--- src/rtl/msc_bank.sv ---
// ----------------------------------------------------------------------------
// msc_bank
// Generic RAM: one write port, two read ports, registered read data.
// ----------------------------------------------------------------------------
module msc_bank #(
  parameter int DEPTH = 64,
  parameter int WIDTH = 32,
  parameter int AW    = $clog2(DEPTH)
) (
  input  logic             clk,
  input  logic             we,
  input  logic [AW-1:0]    waddr,
  input  logic [WIDTH-1:0] wdata,
  input  logic [AW-1:0]    raddr_a,
  input  logic [AW-1:0]    raddr_b,
  output logic [WIDTH-1:0] rdata_a,
  output logic [WIDTH-1:0] rdata_b
);

  logic [WIDTH-1:0] mem [DEPTH];

  always_ff @(posedge clk) begin
    if (we) begin
      mem[waddr] <= wdata;
    end
    rdata_a <= mem[raddr_a];
    rdata_b <= mem[raddr_b];
  end

endmodule

--- config.mk ---
export PLATFORM = sky130hd
export DESIGN_NAME = msc_bank
export DESIGN_NICKNAME = d
export VERILOG_FILES = /design/src/rtl/msc_bank.sv
export SDC_FILE = /design/constraint.sdc
export NUM_CORES = 2
export LEC_CHECK = 0
export ABC_CLOCK_PERIOD_IN_PS = 5800
export BUFFER_PORTS_ARGS = -buffer_cell sky130_fd_sc_hd__clkbuf_2
export CAP_MARGIN = 20
export CORE_MARGIN = 8
export CORE_UTILIZATION = 40
export DETAILED_ROUTE_END_ITERATION = 12
export GPL_TIMING_DRIVEN = 1
export PLACE_DENSITY = 0.55
export SYNTH_ARGS = -nofsm -noshare
export SYNTH_HDL_FRONTEND = slang
export SYNTH_SLANG_ARGS = --single-unit
--- constraint.sdc ---
create_clock -name clk -period 5.8 [get_ports clk]
set_input_delay 1.16 -clock clk [delete_from_list [all_inputs] [get_ports clk]]
set_output_delay 1.16 -clock clk [all_outputs]
set_load 0.05 [all_outputs]
# Yosys cells after proc, flatten, opt, wreduce, memory -nomap -nowiden
# Memories as Yosys holds them, arrays and structs flattened. A register that Yosys moved wholly into a read port is not among the register bits.
# Index checks and enable logic that the tools add are counted.
dict set report word_totals {
  regBits 0
  mem_bits_rw 2048
  memories 1
}
# name words width read_ports rd_clocked_by_memory_dff write_ports line_no
set memory_table {}
lappend memory_table {mem 64 32 2 2 1 20} ;# logic [WIDTH-1:0] mem [DEPTH];
dict set report op_classes {
  n_mux 2
}
# operator count
set op_table {}
lappend op_table {{two-way mux 1 bit} 2}

# Depth between registers and ports, before layout
dict set report depth {
  word_depth 2
  ltp_mapped 10
}

# Worst setup path before layout
# No wires, ideal clock.
dict set report synth_timing {
  path_type {input to register}
  start {input port waddr[3]}
  end {memory mem[48][0] (enable)}
  setup_time_ns 0.461
  arrival_time_ns 3.890
  required_time_ns 5.339
  path_slack_ns 1.449
  path_stages 4
  cell_sequence {clkbuf_1 > nor2b_1 > nand4b_1 > nor3_1}
}
# element line_no
set synth_lines {}
lappend synth_lines {{start, declared} 12} ;# input logic [AW-1:0] waddr,
lappend synth_lines {{end, declared} 20}
# Straight into the memory's write port.

==> impl_metrics.env <==
export IMPL_dieArea_um2=255000
export IMPL_cts_setup_buffers=0
export IMPL_cts_sinks=2112
export IMPL_vias=51203
export IMPL_min_to="mem[22][13]"
export IMPL_ir_worst_vdd_uv=242
export IMPL_instances_no_fill=8000
export IMPL_drive_gt1_share_pct=39.9
export IMPL_dr_pass1_iters=7
export IMPL_avgSynthCellArea_um2=21.7
export IMPL_hold_ws_ns=0.749
export IMPL_dpl_hpwl_um=184000
export IMPL_cp_max_fo=72
export IMPL_p_leak_nw=34.0
export IMPL_cp_start_kind="input pin"
export IMPL_fin_nets=4693
export IMPL_clk_insertion_delay_late_ns=0.87
export IMPL_grt_pass1_vias=52765
export IMPL_fp_coreArea_um2=238000
export IMPL_slew_violations=0
export IMPL_h_tree_depth=4
export IMPL_antenna_found_initial=20
export IMPL_ys_types=38
export IMPL_yosysWarnings=0
export IMPL_syn_nets=4464
export IMPL_cts_made_buffers=216
export IMPL_num_rows=179
export IMPL_cts_buffer_depth=3
export IMPL_via_per_inst=6.40
export IMPL_setup_viol_count_final=0
export IMPL_track_usage_pct=24.3
export IMPL_p_total_mw=34.4
export IMPL_synth_cells=4412
export IMPL_r2r_end="rdata_b[24]"
export IMPL_layout_cells_most_common="edfxtp_1"
export IMPL_cts_tree="done"
export IMPL_wl_per_cell_um=39.5
export IMPL_critPathRequiredTime_ns=6.46
export IMPL_max_freq_mhz=260
export IMPL_die_w_um=505
export IMPL_drt_iter0_drc=6061
export IMPL_dpl_instance_area_um2=101000
export IMPL_outcome="finished, final reports clean"
export IMPL_tightestPinTransition_ns=1.27
export IMPL_timing_final_ws_setup_ns=1.95
export IMPL_reg2reg_slack_ns=3.18
export IMPL_wl_um=316000
export IMPL_drc=0
export IMPL_worst_ep_arrival_time_ns=4.51
export IMPL_end_kind="register"
export IMPL_path_clk_slew_ns=0.06
export IMPL_final_util_pct=45.7
export IMPL_post_cts_resized=0
export IMPL_crit_type="input pin to register"
export IMPL_hold_viol_final=0
export IMPL_r2r_cells=4
export IMPL_ctsHoldBuffers=0
export IMPL_ys_seq_area_share_pct=65.6
export IMPL_die_h_um=505
export IMPL_dp_cells=7586
export IMPL_preCtsSetupSlack_ns=1.12
export IMPL_grt_ovfl_total=0
export IMPL_numPortBuffers=115
export IMPL_skew_ns=0.0303
export IMPL_grt_max_degree=87
export IMPL_postRouteAntennaNets=0
export IMPL_power_density_nw_per_um2=316
export IMPL_clockRootBuffer="clkbuf_16"
export IMPL_reg2reg_from="mem[11][24]"
export IMPL_setup_tns_ns=0
export IMPL_grt_pass1_wl_um=433000
export IMPL_layout_common_cells="edfxtp_1, mux4_2, clkbuf_16"
export IMPL_finish_instance_area_um2=109000
export IMPL_start_util_pct=40.2
export IMPL_syn2layout_area_growth_pct=13.7
export IMPL_ios=116
export IMPL_min_period_ns=3.85
export IMPL_finalWeightedCongestion=0.804
export IMPL_ys_ff_latch=2112
export IMPL_hold_path_startpoint="wdata[13]"
export IMPL_slew_headroom_pct=15.5
export IMPL_syn_area_um2=95700
export IMPL_hp_class="input pin to register"
export IMPL_fin_crit_sh_pct=66.3
export IMPL_drv_cap=0
export IMPL_hold_depth=1
export IMPL_rsz0062_at_grt="false"
[Yosys cell counts, drive strengths merged]
cell type     n  area share (%)
inv           1          0.0039
edfxtp     2048              64
o211ai       27            0.21
o221ai       16            0.15
nor2         94            0.37
nand4         2           0.013
and2          6           0.039
or3           2           0.013
a22oi        85            0.67
clkbuf      135            0.53
nand3b        6           0.047
o32a          9           0.094
or2           3           0.020
dfxtp        64             1.3
mux4       1124              26
mux2         36            0.42
nand3         9           0.047
nor3          3           0.016
buf         212             1.3
a21oi        58            0.30
nor2b        19            0.12
o21ai        49            0.26
a21boi        1          0.0079
nand2b        8           0.052
o211a         1           0.010
mux2i       204             2.1
a211oi       15            0.12
nand4b        1          0.0092
o41ai         1          0.0092
a221oi       13            0.12
o22ai        56            0.37
nand2        93            0.36
a32oi         9           0.082
or3b          2           0.018
[critical path, stage by stage]
cell     delay [ns]
buf_8          0.57
buf_4          0.55
buf_4          0.29
mux4_2         0.36
mux4_2         0.50
o22ai_1        0.73
a21oi_1        0.23
[state kept, by name, summed over array words and instances, names as in the netlist]
name     flops
rdata_b     32
rdata_a     32
mem       2048
[metal layers]
metal	up-vias	routed length [um]	GRT usage, %
met5	-	46	0
met4	6	12900	8.80
met3	555	32900	7.78
met2	2595	148000	38.5
met1	28069	122000	31.7
li1	19978	-	-
[report_power, final]
part / internal [mW] / switching [mW] / leakage [nW]
combinational: 1.15 / 1.89 / 11.5
clock: 8.24 / 6.04 / 3.51
sequential: 16.9 / 0.147 / 19.0
total: 26.3 / 8.08 / 34.0
[final cells by class]
type | instances | area (um2)
fill | 19756 | 129000
sequential | 2112 | 62800
multi-input combinational | 1952 | 31700
clock buffer | 275 | 5850
tap | 3167 | 3960
timing repair buffer | 358 | 3100
clock inverter | 130 | 1360
antenna | 5 | 12.5
inverter | 1 | 3.75
[cell families (layout without fill, tap and decap cells)]
family                 after synthesis  after routing  share of synthesized area, %
multiplexers                      1364           1364                          29.0
AND/OR/NAND/NOR                    248            248                          1.13
flip-flops                        2112           2112                          65.6
buffers and inverters              348            764                          1.83
AO/OA/AOI/OAI                      340            340                          2.39
other                                0              5                             0
[worst max path at each step]
stage               start           to  slack [ns]  cells past startpoint
6_report       raddr_b[1]   rdata_b[4]        1.95                      7
5_1_grt        raddr_b[0]  rdata_b[25]        1.72                      7
4_1_cts        raddr_b[0]  rdata_b[25]        2.04                      7
3_5_place_dp   raddr_b[0]  rdata_b[25]        1.12                      7
3_3_place_gp   raddr_b[1]   rdata_b[8]        1.12                      7
2_1_floorplan    waddr[3]   mem[48][0]        1.45                      4
Power figures use the tool's default switching activity.
