==> config.mk <==
export PLATFORM = sky130hd
export DESIGN_NAME = msc_ctrl
export DESIGN_NICKNAME = d
export VERILOG_FILES = /design/src/rtl/msc_pkg.sv /design/src/rtl/msc_ctrl.sv
export SDC_FILE = /design/constraint.sdc
export NUM_CORES = 1
export LEC_CHECK = 0
export BUFFER_PORTS_ARGS = -buffer_cell sky130_fd_sc_hd__buf_2
export CORE_MARGIN = 4
export CORE_UTILIZATION = 40
export DETAILED_ROUTE_END_ITERATION = 16
export GPL_TIMING_DRIVEN = 1
export PLACE_DENSITY_LB_ADDON = 0.08
export SYNTH_ARGS = -nofsm -noshare
export SYNTH_HDL_FRONTEND = slang
export SYNTH_SLANG_ARGS = --single-unit
==> constraint.sdc <==
create_clock -name clk -period 5 [get_ports clk]
set_clock_uncertainty 0.05 [all_clocks]
set_input_delay 0.25 -clock clk [delete_from_list [all_inputs] [get_ports clk]]
set_output_delay 0.25 -clock clk [all_outputs]
set_load 0.01 [all_outputs]
==> src/rtl/msc_pkg.sv <==
// ----------------------------------------------------------------------------
// msc_pkg
// Shared constants, types and the memory request bundle of the merge sorter.
// ----------------------------------------------------------------------------
package msc_pkg;

  localparam int CAPACITY   = 64;
  localparam int DATA_WIDTH = 32;
  localparam int ADDR_W     = $clog2(CAPACITY);
  localparam int CNT_W      = $clog2(CAPACITY + 1);

  typedef logic signed [DATA_WIDTH-1:0] data_t;
  typedef logic [ADDR_W-1:0]            addr_t;
  typedef logic [CNT_W-1:0]             cnt_t;

  // One write port and two read ports of a bank.
  typedef struct packed {
    logic  we;
    addr_t waddr;
    data_t wdata;
    addr_t raddr_a;
    addr_t raddr_b;
  } mem_req_t;

endpackage

==> src/rtl/msc_ctrl.sv <==
// ----------------------------------------------------------------------------
// msc_ctrl
// Sequencer: loads the batch into bank 0, runs bottom-up merge passes that
// ping-pong between the two banks, then streams the sorted words out.
// ----------------------------------------------------------------------------
module msc_ctrl (
  input  logic              clk,
  input  logic              rst,
  input  logic              start,
  output logic              busy,
  input  msc_pkg::data_t    value,
  input  logic              final_req,
  output msc_pkg::mem_req_t req0,
  output msc_pkg::mem_req_t req1,
  input  msc_pkg::data_t    rd0_a,
  input  msc_pkg::data_t    rd0_b,
  input  msc_pkg::data_t    rd1_a,
  input  msc_pkg::data_t    rd1_b,
  output msc_pkg::data_t    sorted_value,
  output logic              strobe,
  output logic              last_out,
  output logic              overflow
);
  import msc_pkg::*;

  typedef enum logic [2:0] {
    ST_IDLE,
    ST_BLK,
    ST_RD,
    ST_CMP,
    ST_EMIT
  } state_t;

  state_t state;
  cnt_t   fill;
  logic   dropped;
  cnt_t   k, i, j, mid, hi, w;
  logic   src;

  data_t            head_l, head_r, merged;
  logic             take_left;
  logic             has_room;
  cnt_t             fill_next;
  logic [CNT_W:0]   lo_w, lo_2w, w2, k_inc;
  cnt_t             mid_c, hi_c;

  assign head_l    = src ? rd1_a : rd0_a;
  assign head_r    = src ? rd1_b : rd0_b;
  assign take_left = (i < mid) && ((j >= hi) || (head_l <= head_r));
  assign merged    = take_left ? head_l : head_r;

  assign has_room  = (fill < cnt_t'(CAPACITY));
  assign fill_next = has_room ? fill + cnt_t'(1) : fill;

  // Run boundaries of the block that starts at k, clipped to the batch size.
  assign lo_w  = {1'b0, k} + {1'b0, w};
  assign lo_2w = {1'b0, k} + {w, 1'b0};
  assign w2    = {w, 1'b0};
  assign k_inc = {1'b0, k} + (CNT_W+1)'(1);
  assign mid_c = (lo_w  > {1'b0, fill}) ? fill : lo_w[CNT_W-1:0];
  assign hi_c  = (lo_2w > {1'b0, fill}) ? fill : lo_2w[CNT_W-1:0];

  assign busy         = (state != ST_IDLE);
  assign sorted_value = head_l;

  always_comb begin
    req0.we      = ((state == ST_IDLE) && start && has_room) || ((state == ST_CMP) && src);
    req0.waddr   = (state == ST_IDLE) ? fill[ADDR_W-1:0] : k[ADDR_W-1:0];
    req0.wdata   = (state == ST_IDLE) ? value : merged;
    req0.raddr_a = (state == ST_EMIT) ? k[ADDR_W-1:0] : i[ADDR_W-1:0];
    req0.raddr_b = j[ADDR_W-1:0];
    req1.we      = (state == ST_CMP) && !src;
    req1.waddr   = k[ADDR_W-1:0];
    req1.wdata   = merged;
    req1.raddr_a = req0.raddr_a;
    req1.raddr_b = req0.raddr_b;
  end

  always_ff @(posedge clk) begin
    if (rst) begin
      state    <= ST_IDLE;
      fill     <= '0;
      dropped  <= 1'b0;
      k        <= '0;
      i        <= '0;
      j        <= '0;
      mid      <= '0;
      hi       <= '0;
      w        <= '0;
      src      <= 1'b0;
      strobe   <= 1'b0;
      last_out <= 1'b0;
      overflow <= 1'b0;
    end else begin
      strobe <= 1'b0;
      unique case (state)
        ST_IDLE: begin
          if (start) begin
            fill <= fill_next;
            if (!has_room) begin
              dropped <= 1'b1;
            end
            if (final_req) begin
              k     <= '0;
              w     <= cnt_t'(1);
              src   <= 1'b0;
              state <= (fill_next > cnt_t'(1)) ? ST_BLK : ST_EMIT;
            end
          end
        end
        ST_BLK: begin
          i     <= k;
          mid   <= mid_c;
          j     <= mid_c;
          hi    <= hi_c;
          state <= ST_RD;
        end
        ST_RD: begin
          state <= ST_CMP;
        end
        ST_CMP: begin
          if (take_left) begin
            i <= i + cnt_t'(1);
          end else begin
            j <= j + cnt_t'(1);
          end
          k <= k_inc[CNT_W-1:0];
          if (k_inc == {1'b0, hi}) begin
            if (hi == fill) begin
              // Pass complete: double the run width and swap banks.
              k     <= '0;
              w     <= w2[CNT_W-1:0];
              src   <= ~src;
              state <= (w2 >= {1'b0, fill}) ? ST_EMIT : ST_BLK;
            end else begin
              state <= ST_BLK;
            end
          end else begin
            state <= ST_RD;
          end
        end
        ST_EMIT: begin
          // The word read here appears on the result ports in the next cycle, with strobe.
          strobe   <= 1'b1;
          last_out <= (k_inc == {1'b0, fill});
          overflow <= dropped;
          k        <= k_inc[CNT_W-1:0];
          if (k_inc == {1'b0, fill}) begin
            fill    <= '0;
            dropped <= 1'b0;
            state   <= ST_IDLE;
          end
        end
        default: begin
          state <= ST_IDLE;
        end
      endcase
    end
  end

  a_write_in_batch: assert property (@(posedge clk) disable iff (rst)
    (state == ST_CMP) |-> (k < fill))
    else $error("merge write beyond batch");

  a_run_not_empty: assert property (@(posedge clk) disable iff (rst)
    (state == ST_CMP) |-> ((i < mid) || (j < hi)))
    else $error("merge step with both runs exhausted");

  a_last_ends_burst: assert property (@(posedge clk) disable iff (rst)
    (strobe && last_out) |=> !strobe)
    else $error("result after last word");

  a_fill_bounded: assert property (@(posedge clk) disable iff (rst)
    fill <= cnt_t'(CAPACITY))
    else $error("fill count beyond capacity");

endmodule

* After elaboration in Yosys (flattened, before gate mapping)
Cells that the tools add are included.
** Storage, ports and cells
- Output and inout port bits :: 138
- Register bits :: 57
- Word-level logic and storage cells :: 108
- Bits of input ports :: 164
** Cells by class
- Reduce and logical (&&, ||, !) cells :: 21
- Magnitude comparators :: 8
- Add/subtract/negate cells :: 6
- Bitwise gates (word level) :: 1
- Eq/ne operators :: 15
- Muxes and demuxes :: 44
** Operator list (number)
- 32-bit 2-to-1 mux :: 4
- 7-bit 2-to-1 mux :: 15
- 7-bit case mux with 2 select lines :: 4
- 32-bit less-or-equal comparator :: 1
- 7-bit by 1-bit adder with 7-bit output (second input constant) :: 3
- 3-bit 2-to-1 mux :: 7
- 7-bit case mux with 3 select lines :: 1
- 8-bit by 7-bit equality test with 1-bit output :: 2
- 8-bit by 7-bit greater-than comparator with 1-bit output :: 2
- 3-bit case mux with 5 select lines :: 1
- 6-bit 2-to-1 mux :: 2
- 2-bit != test (second input constant) :: 5
- 3-bit AND reduction :: 3
- 7-bit by 1-bit adder with 8-bit output (second input constant) :: 1
- 7-bit by 7-bit adder with 8-bit output :: 1
- 7-bit by 8-bit adder with 8-bit output :: 1
- 8-bit by 7-bit greater-or-equal comparator with 1-bit output :: 1
- 1-bit 2-to-1 mux :: 8
- 7-bit equality test :: 1
- 7-bit greater-or-equal comparator :: 1
- 7-bit by 1-bit greater-than comparator with 1-bit output (second input constant) :: 1
- 7-bit less-than comparator :: 1
- 7-bit less-than comparator (second input constant) :: 1
- 3-bit by 2-bit equality test with 1-bit output (second input constant) :: 2
- 14 further kinds :: 26

* Depth between registers and ports, before layout
- Word-level depth :: 7
- Gate-level depth with buffers :: 16
- Mapped depth without buffers :: 16

* Least setup slack after synthesis
OpenSTA, ideal clock, no wires.
- Path type :: flip-flop to output port
- Start point :: register src
- End point :: output port req0[12] in the netlist's numbering
- Arrival :: 3.791 ns
- Required time :: 4.700 ns
- Path slack :: 0.909 ns
- Stages on the path, launching flop included :: 15
- Path through :: dfxtp_1 clkbuf_1 buf_1 clkbuf_1 mux2i_1 ha_1 nand4_1 nor4_1 and4_1 a221o_1 a31oi_1 a31o_1 buf_6 mux2_4 mux2_2
** RTL lines
- start, declared :: RTL line msc_ctrl.sv:38 : logic src;
- start signal, assigned :: RTL line msc_ctrl.sv:133 : src <= ~src;
- end, declared :: RTL line msc_ctrl.sv:13 : output msc_pkg::mem_req_t req0,

==> results.sh <==
export IMPL_pin_count=302
export IMPL_arrival_ps=4450
export IMPL_ys_seq_elements=57
export IMPL_cp_start_kind="flop"
export IMPL_synth_area_per_cell_um2=8.146
export IMPL_via_per_inst=5.689
export IMPL_hold_path_class="primary input to flop"
export IMPL_grt_max_degree=69
export IMPL_cts_root_buf="clkbuf_16"
export IMPL_netlist_area_um2=7201
export IMPL_dp_cells=1342
export IMPL_cp_required_ps=4700
export IMPL_utilization_pct=51.45
export IMPL_fin_cells=1359
export IMPL_clk_path_buf_depth=2
export IMPL_rows=48
export IMPL_postRouteAntennaNets=0
export IMPL_syn2layout_area_growth_pct=24.87
export IMPL_cts_setup_buffers=0
export IMPL_grt_use_total_pct=27.54
export IMPL_grt_antenna_before_repair=1
export IMPL_tightest_slew_ps=1044
export IMPL_yosysUniqueCellTypes=69
export IMPL_gp_congestion=0.9024
export IMPL_setup_tns_ps=0
export IMPL_cts_tree="built"
export IMPL_max_freq_mhz=210.6
export IMPL_final_max_slew_violation_count=0
export IMPL_timing_final_crit_share_pct=94.96
export IMPL_multiInputGateArea_um2=5479
export IMPL_layout_common_cells="301 x buf_2, 82 x ha_1, 78 x a21oi_1"
export IMPL_path_clk_slew_ps=50
export IMPL_hold_buffers=0
export IMPL_p_leak_nw=4.097
export IMPL_async_flop_share_pct=0
export IMPL_grt_pass1_wl_um=43800
export IMPL_routed_wl_um=28770
export IMPL_grt_pass1_vias=7547
export IMPL_syn_nets=1132
export IMPL_p_per_area_nw_per_um2=426.6
export IMPL_worst_r2r_path_depth=11
export IMPL_ys_flop_type="dfxtp_1"
export IMPL_path_max_fanout=31
export IMPL_dp_hpwl_um=22970
export IMPL_fill_cells=1744
export IMPL_crit_type="flop to output pin"
export IMPL_synth_edff_count=0
export IMPL_fin_nets=1376
export IMPL_hold_end="dropped"
export IMPL_vias=7731
export IMPL_die_area_um2=20210
export IMPL_ir_worst_vdd_mv=0.3159
export IMPL_holdPathStages=3
export IMPL_htreeDepth=3
export IMPL_clock_latency_ps=340
export IMPL_cap_violations=0
export IMPL_synth_cells=884
export IMPL_yosysWarnings=0
export IMPL_port_buffer_count=301
export IMPL_wl_per_cell_um=21.17
export IMPL_power_mw=3.835
export IMPL_cts_buffers=9
export IMPL_mostFrequentLayoutCell="buf_2"
export IMPL_setup_violations=0
export IMPL_r2r_end="j[1]"
export IMPL_die_x_um=142.2
export IMPL_status="finished clean"
export IMPL_ff2ff_setup_slack_ps=760
export IMPL_gr_total_overflow=0
export IMPL_layout_min_cycle_time_ps=4748
export IMPL_finalHoldViolations=0
export IMPL_clock_sinks=57
export IMPL_seq_area_um2=1145
export IMPL_worstHoldStart="start"
export IMPL_rsz0062_at_grt="no"
export IMPL_layout_drive_gt1_share_pct=36.98
export IMPL_cp_end_kind="output pin"
export IMPL_r2r_start="src"
export IMPL_yosysSeqAreaShare_pct=15.85
export IMPL_max_slew_margin_pct=30.18
export IMPL_start_util_pct=41.20
export IMPL_drt_iter0_markers=474
export IMPL_core_um2=17480
export IMPL_dieHeight_um=142.2
export IMPL_place_ws_ps=627.8
export IMPL_drtPass1Iterations=5
export IMPL_worst_slack_ps=252.2
export IMPL_drc=0
export IMPL_post_cts_resize_count=0
==> area by class of cell <==
cell class	instances	share of cell area, %
timing repair buffer	321	18.56
antenna	1	0.02783
multi-input combinational	702	60.94
sequential	57	12.73
tap	225	3.131
inverter	37	1.545
clock inverter	2	0.1252
clock buffer	14	2.936
==> metal layers <==
| layer | up-vias | global-route usage (%) | wire, um | part of all wire, % |
|---|---|---|---|---|
| li1 | 3774 | - | - | - |
| met1 | 3603 | 35.70 | 12210 | 42 |
| met2 | 313 | 46.21 | 13760 | 48 |
| met3 | 41 | 4.368 | 1931 | 6.7 |
| met4 | 0 | 10.05 | 872 | 3.0 |
| met5 | - | 0 | 0 | 0 |
==> worst max-delay path: stages, from the launching register on <==
cell and delay (ps):
dfxtp_4 600, buf_4 300, mux2_2 380, ha_1 330, nand4_1 150, nor4_1 90
and2b_1 200, a221o_1 340, a31oi_4 370, a31o_1 220, buf_4 350, mux2_4 340
mux2_2 270, buf_2 140
==> worst max-delay path by stage <==
stage,startpoint,to,slack [ps],depth (start not counted)
2_1_floorplan,src,req0[12],910,14
3_3_place_gp,src,req0[12],680,13
3_5_place_dp,src,req0[12],630,13
4_1_cts,src,req0[12],230,13
5_1_grt,src,req0[12],60,13
6_report,src,req0[12],250,13
==> cells in the mapped netlist, drive strengths merged, types with 3 or more instances <==
cell | n | share of area [%]
clkbuf | 46 | 2.4
or2 | 3 | 0.26
o22ai | 5 | 0.43
a22oi | 3 | 0.31
nand4 | 9 | 0.78
buf | 42 | 3.9
mux2 | 71 | 11
and3 | 10 | 0.87
nor4 | 6 | 0.52
o21bai | 5 | 0.52
xnor2 | 22 | 2.7
a31oi | 11 | 1.0
a311oi | 35 | 4.7
a211oi | 27 | 2.8
a21o | 12 | 1.3
xnor3 | 4 | 1.3
nor3 | 19 | 1.4
o32ai | 6 | 0.73
and2 | 6 | 0.52
nand3 | 16 | 1.1
dfxtp | 57 | 16
xor2 | 13 | 1.6
o211ai | 4 | 0.42
o21a | 8 | 0.83
and4 | 3 | 0.36
or3 | 5 | 0.43
nor2 | 58 | 3.0
o21ai | 24 | 1.7
ha | 82 | 14
o22a | 3 | 0.36
nand2 | 59 | 3.1
inv | 37 | 1.9
a21oi | 78 | 5.4
nor2b | 8 | 0.70
nand2b | 13 | 1.1
mux2i | 44 | 6.1
==> power breakdown <==
group / internal (mW) / switching (mW) / total (mW) / leakage, nW
Combinational: 1.04 / 1.64 / 2.68 / 3.50
Clock: 0.362 / 0.225 / 0.587 / 0.137
Sequential: 0.498 / 0.0719 / 0.570 / 0.462
Total: 1.90 / 1.94 / 3.84 / 4.10
==> flip-flops by register name, summed over array words and instances (netlist names) <==
signal / flops
src: 1
hi: 7
last_out: 1
strobe: 1
k: 7
dropped: 1
overflow: 1
w: 7
state: 3
fill: 7
j: 7
i: 7
mid: 7
==> through the flow <==
step                      hold slack, ps  cell area (um2)
after detailed placement           394.3             8713
after floorplan                    356.9             7201
after global routing               297.3             8991
final                              265.5             8991
after global placement             391.9             8713
after CTS                          248.7             8989
==> cells by family (layout without fill, tap and decap cells) <==
group / after synthesis / in the layout / share of synthesized area (%)
compound gates: 241 / 241 / 23.15
xor+xnor: 39 / 39 / 5.508
fa+ha+maj: 84 / 84 / 14.80
buf+inv: 125 / 374 / 8.271
flops: 57 / 57 / 15.85
mux: 115 / 115 / 17.27
other cells: 0 / 1 / 0
simple gates: 223 / 223 / 15.15
Note: power is estimated with default switching activity, not from simulation.
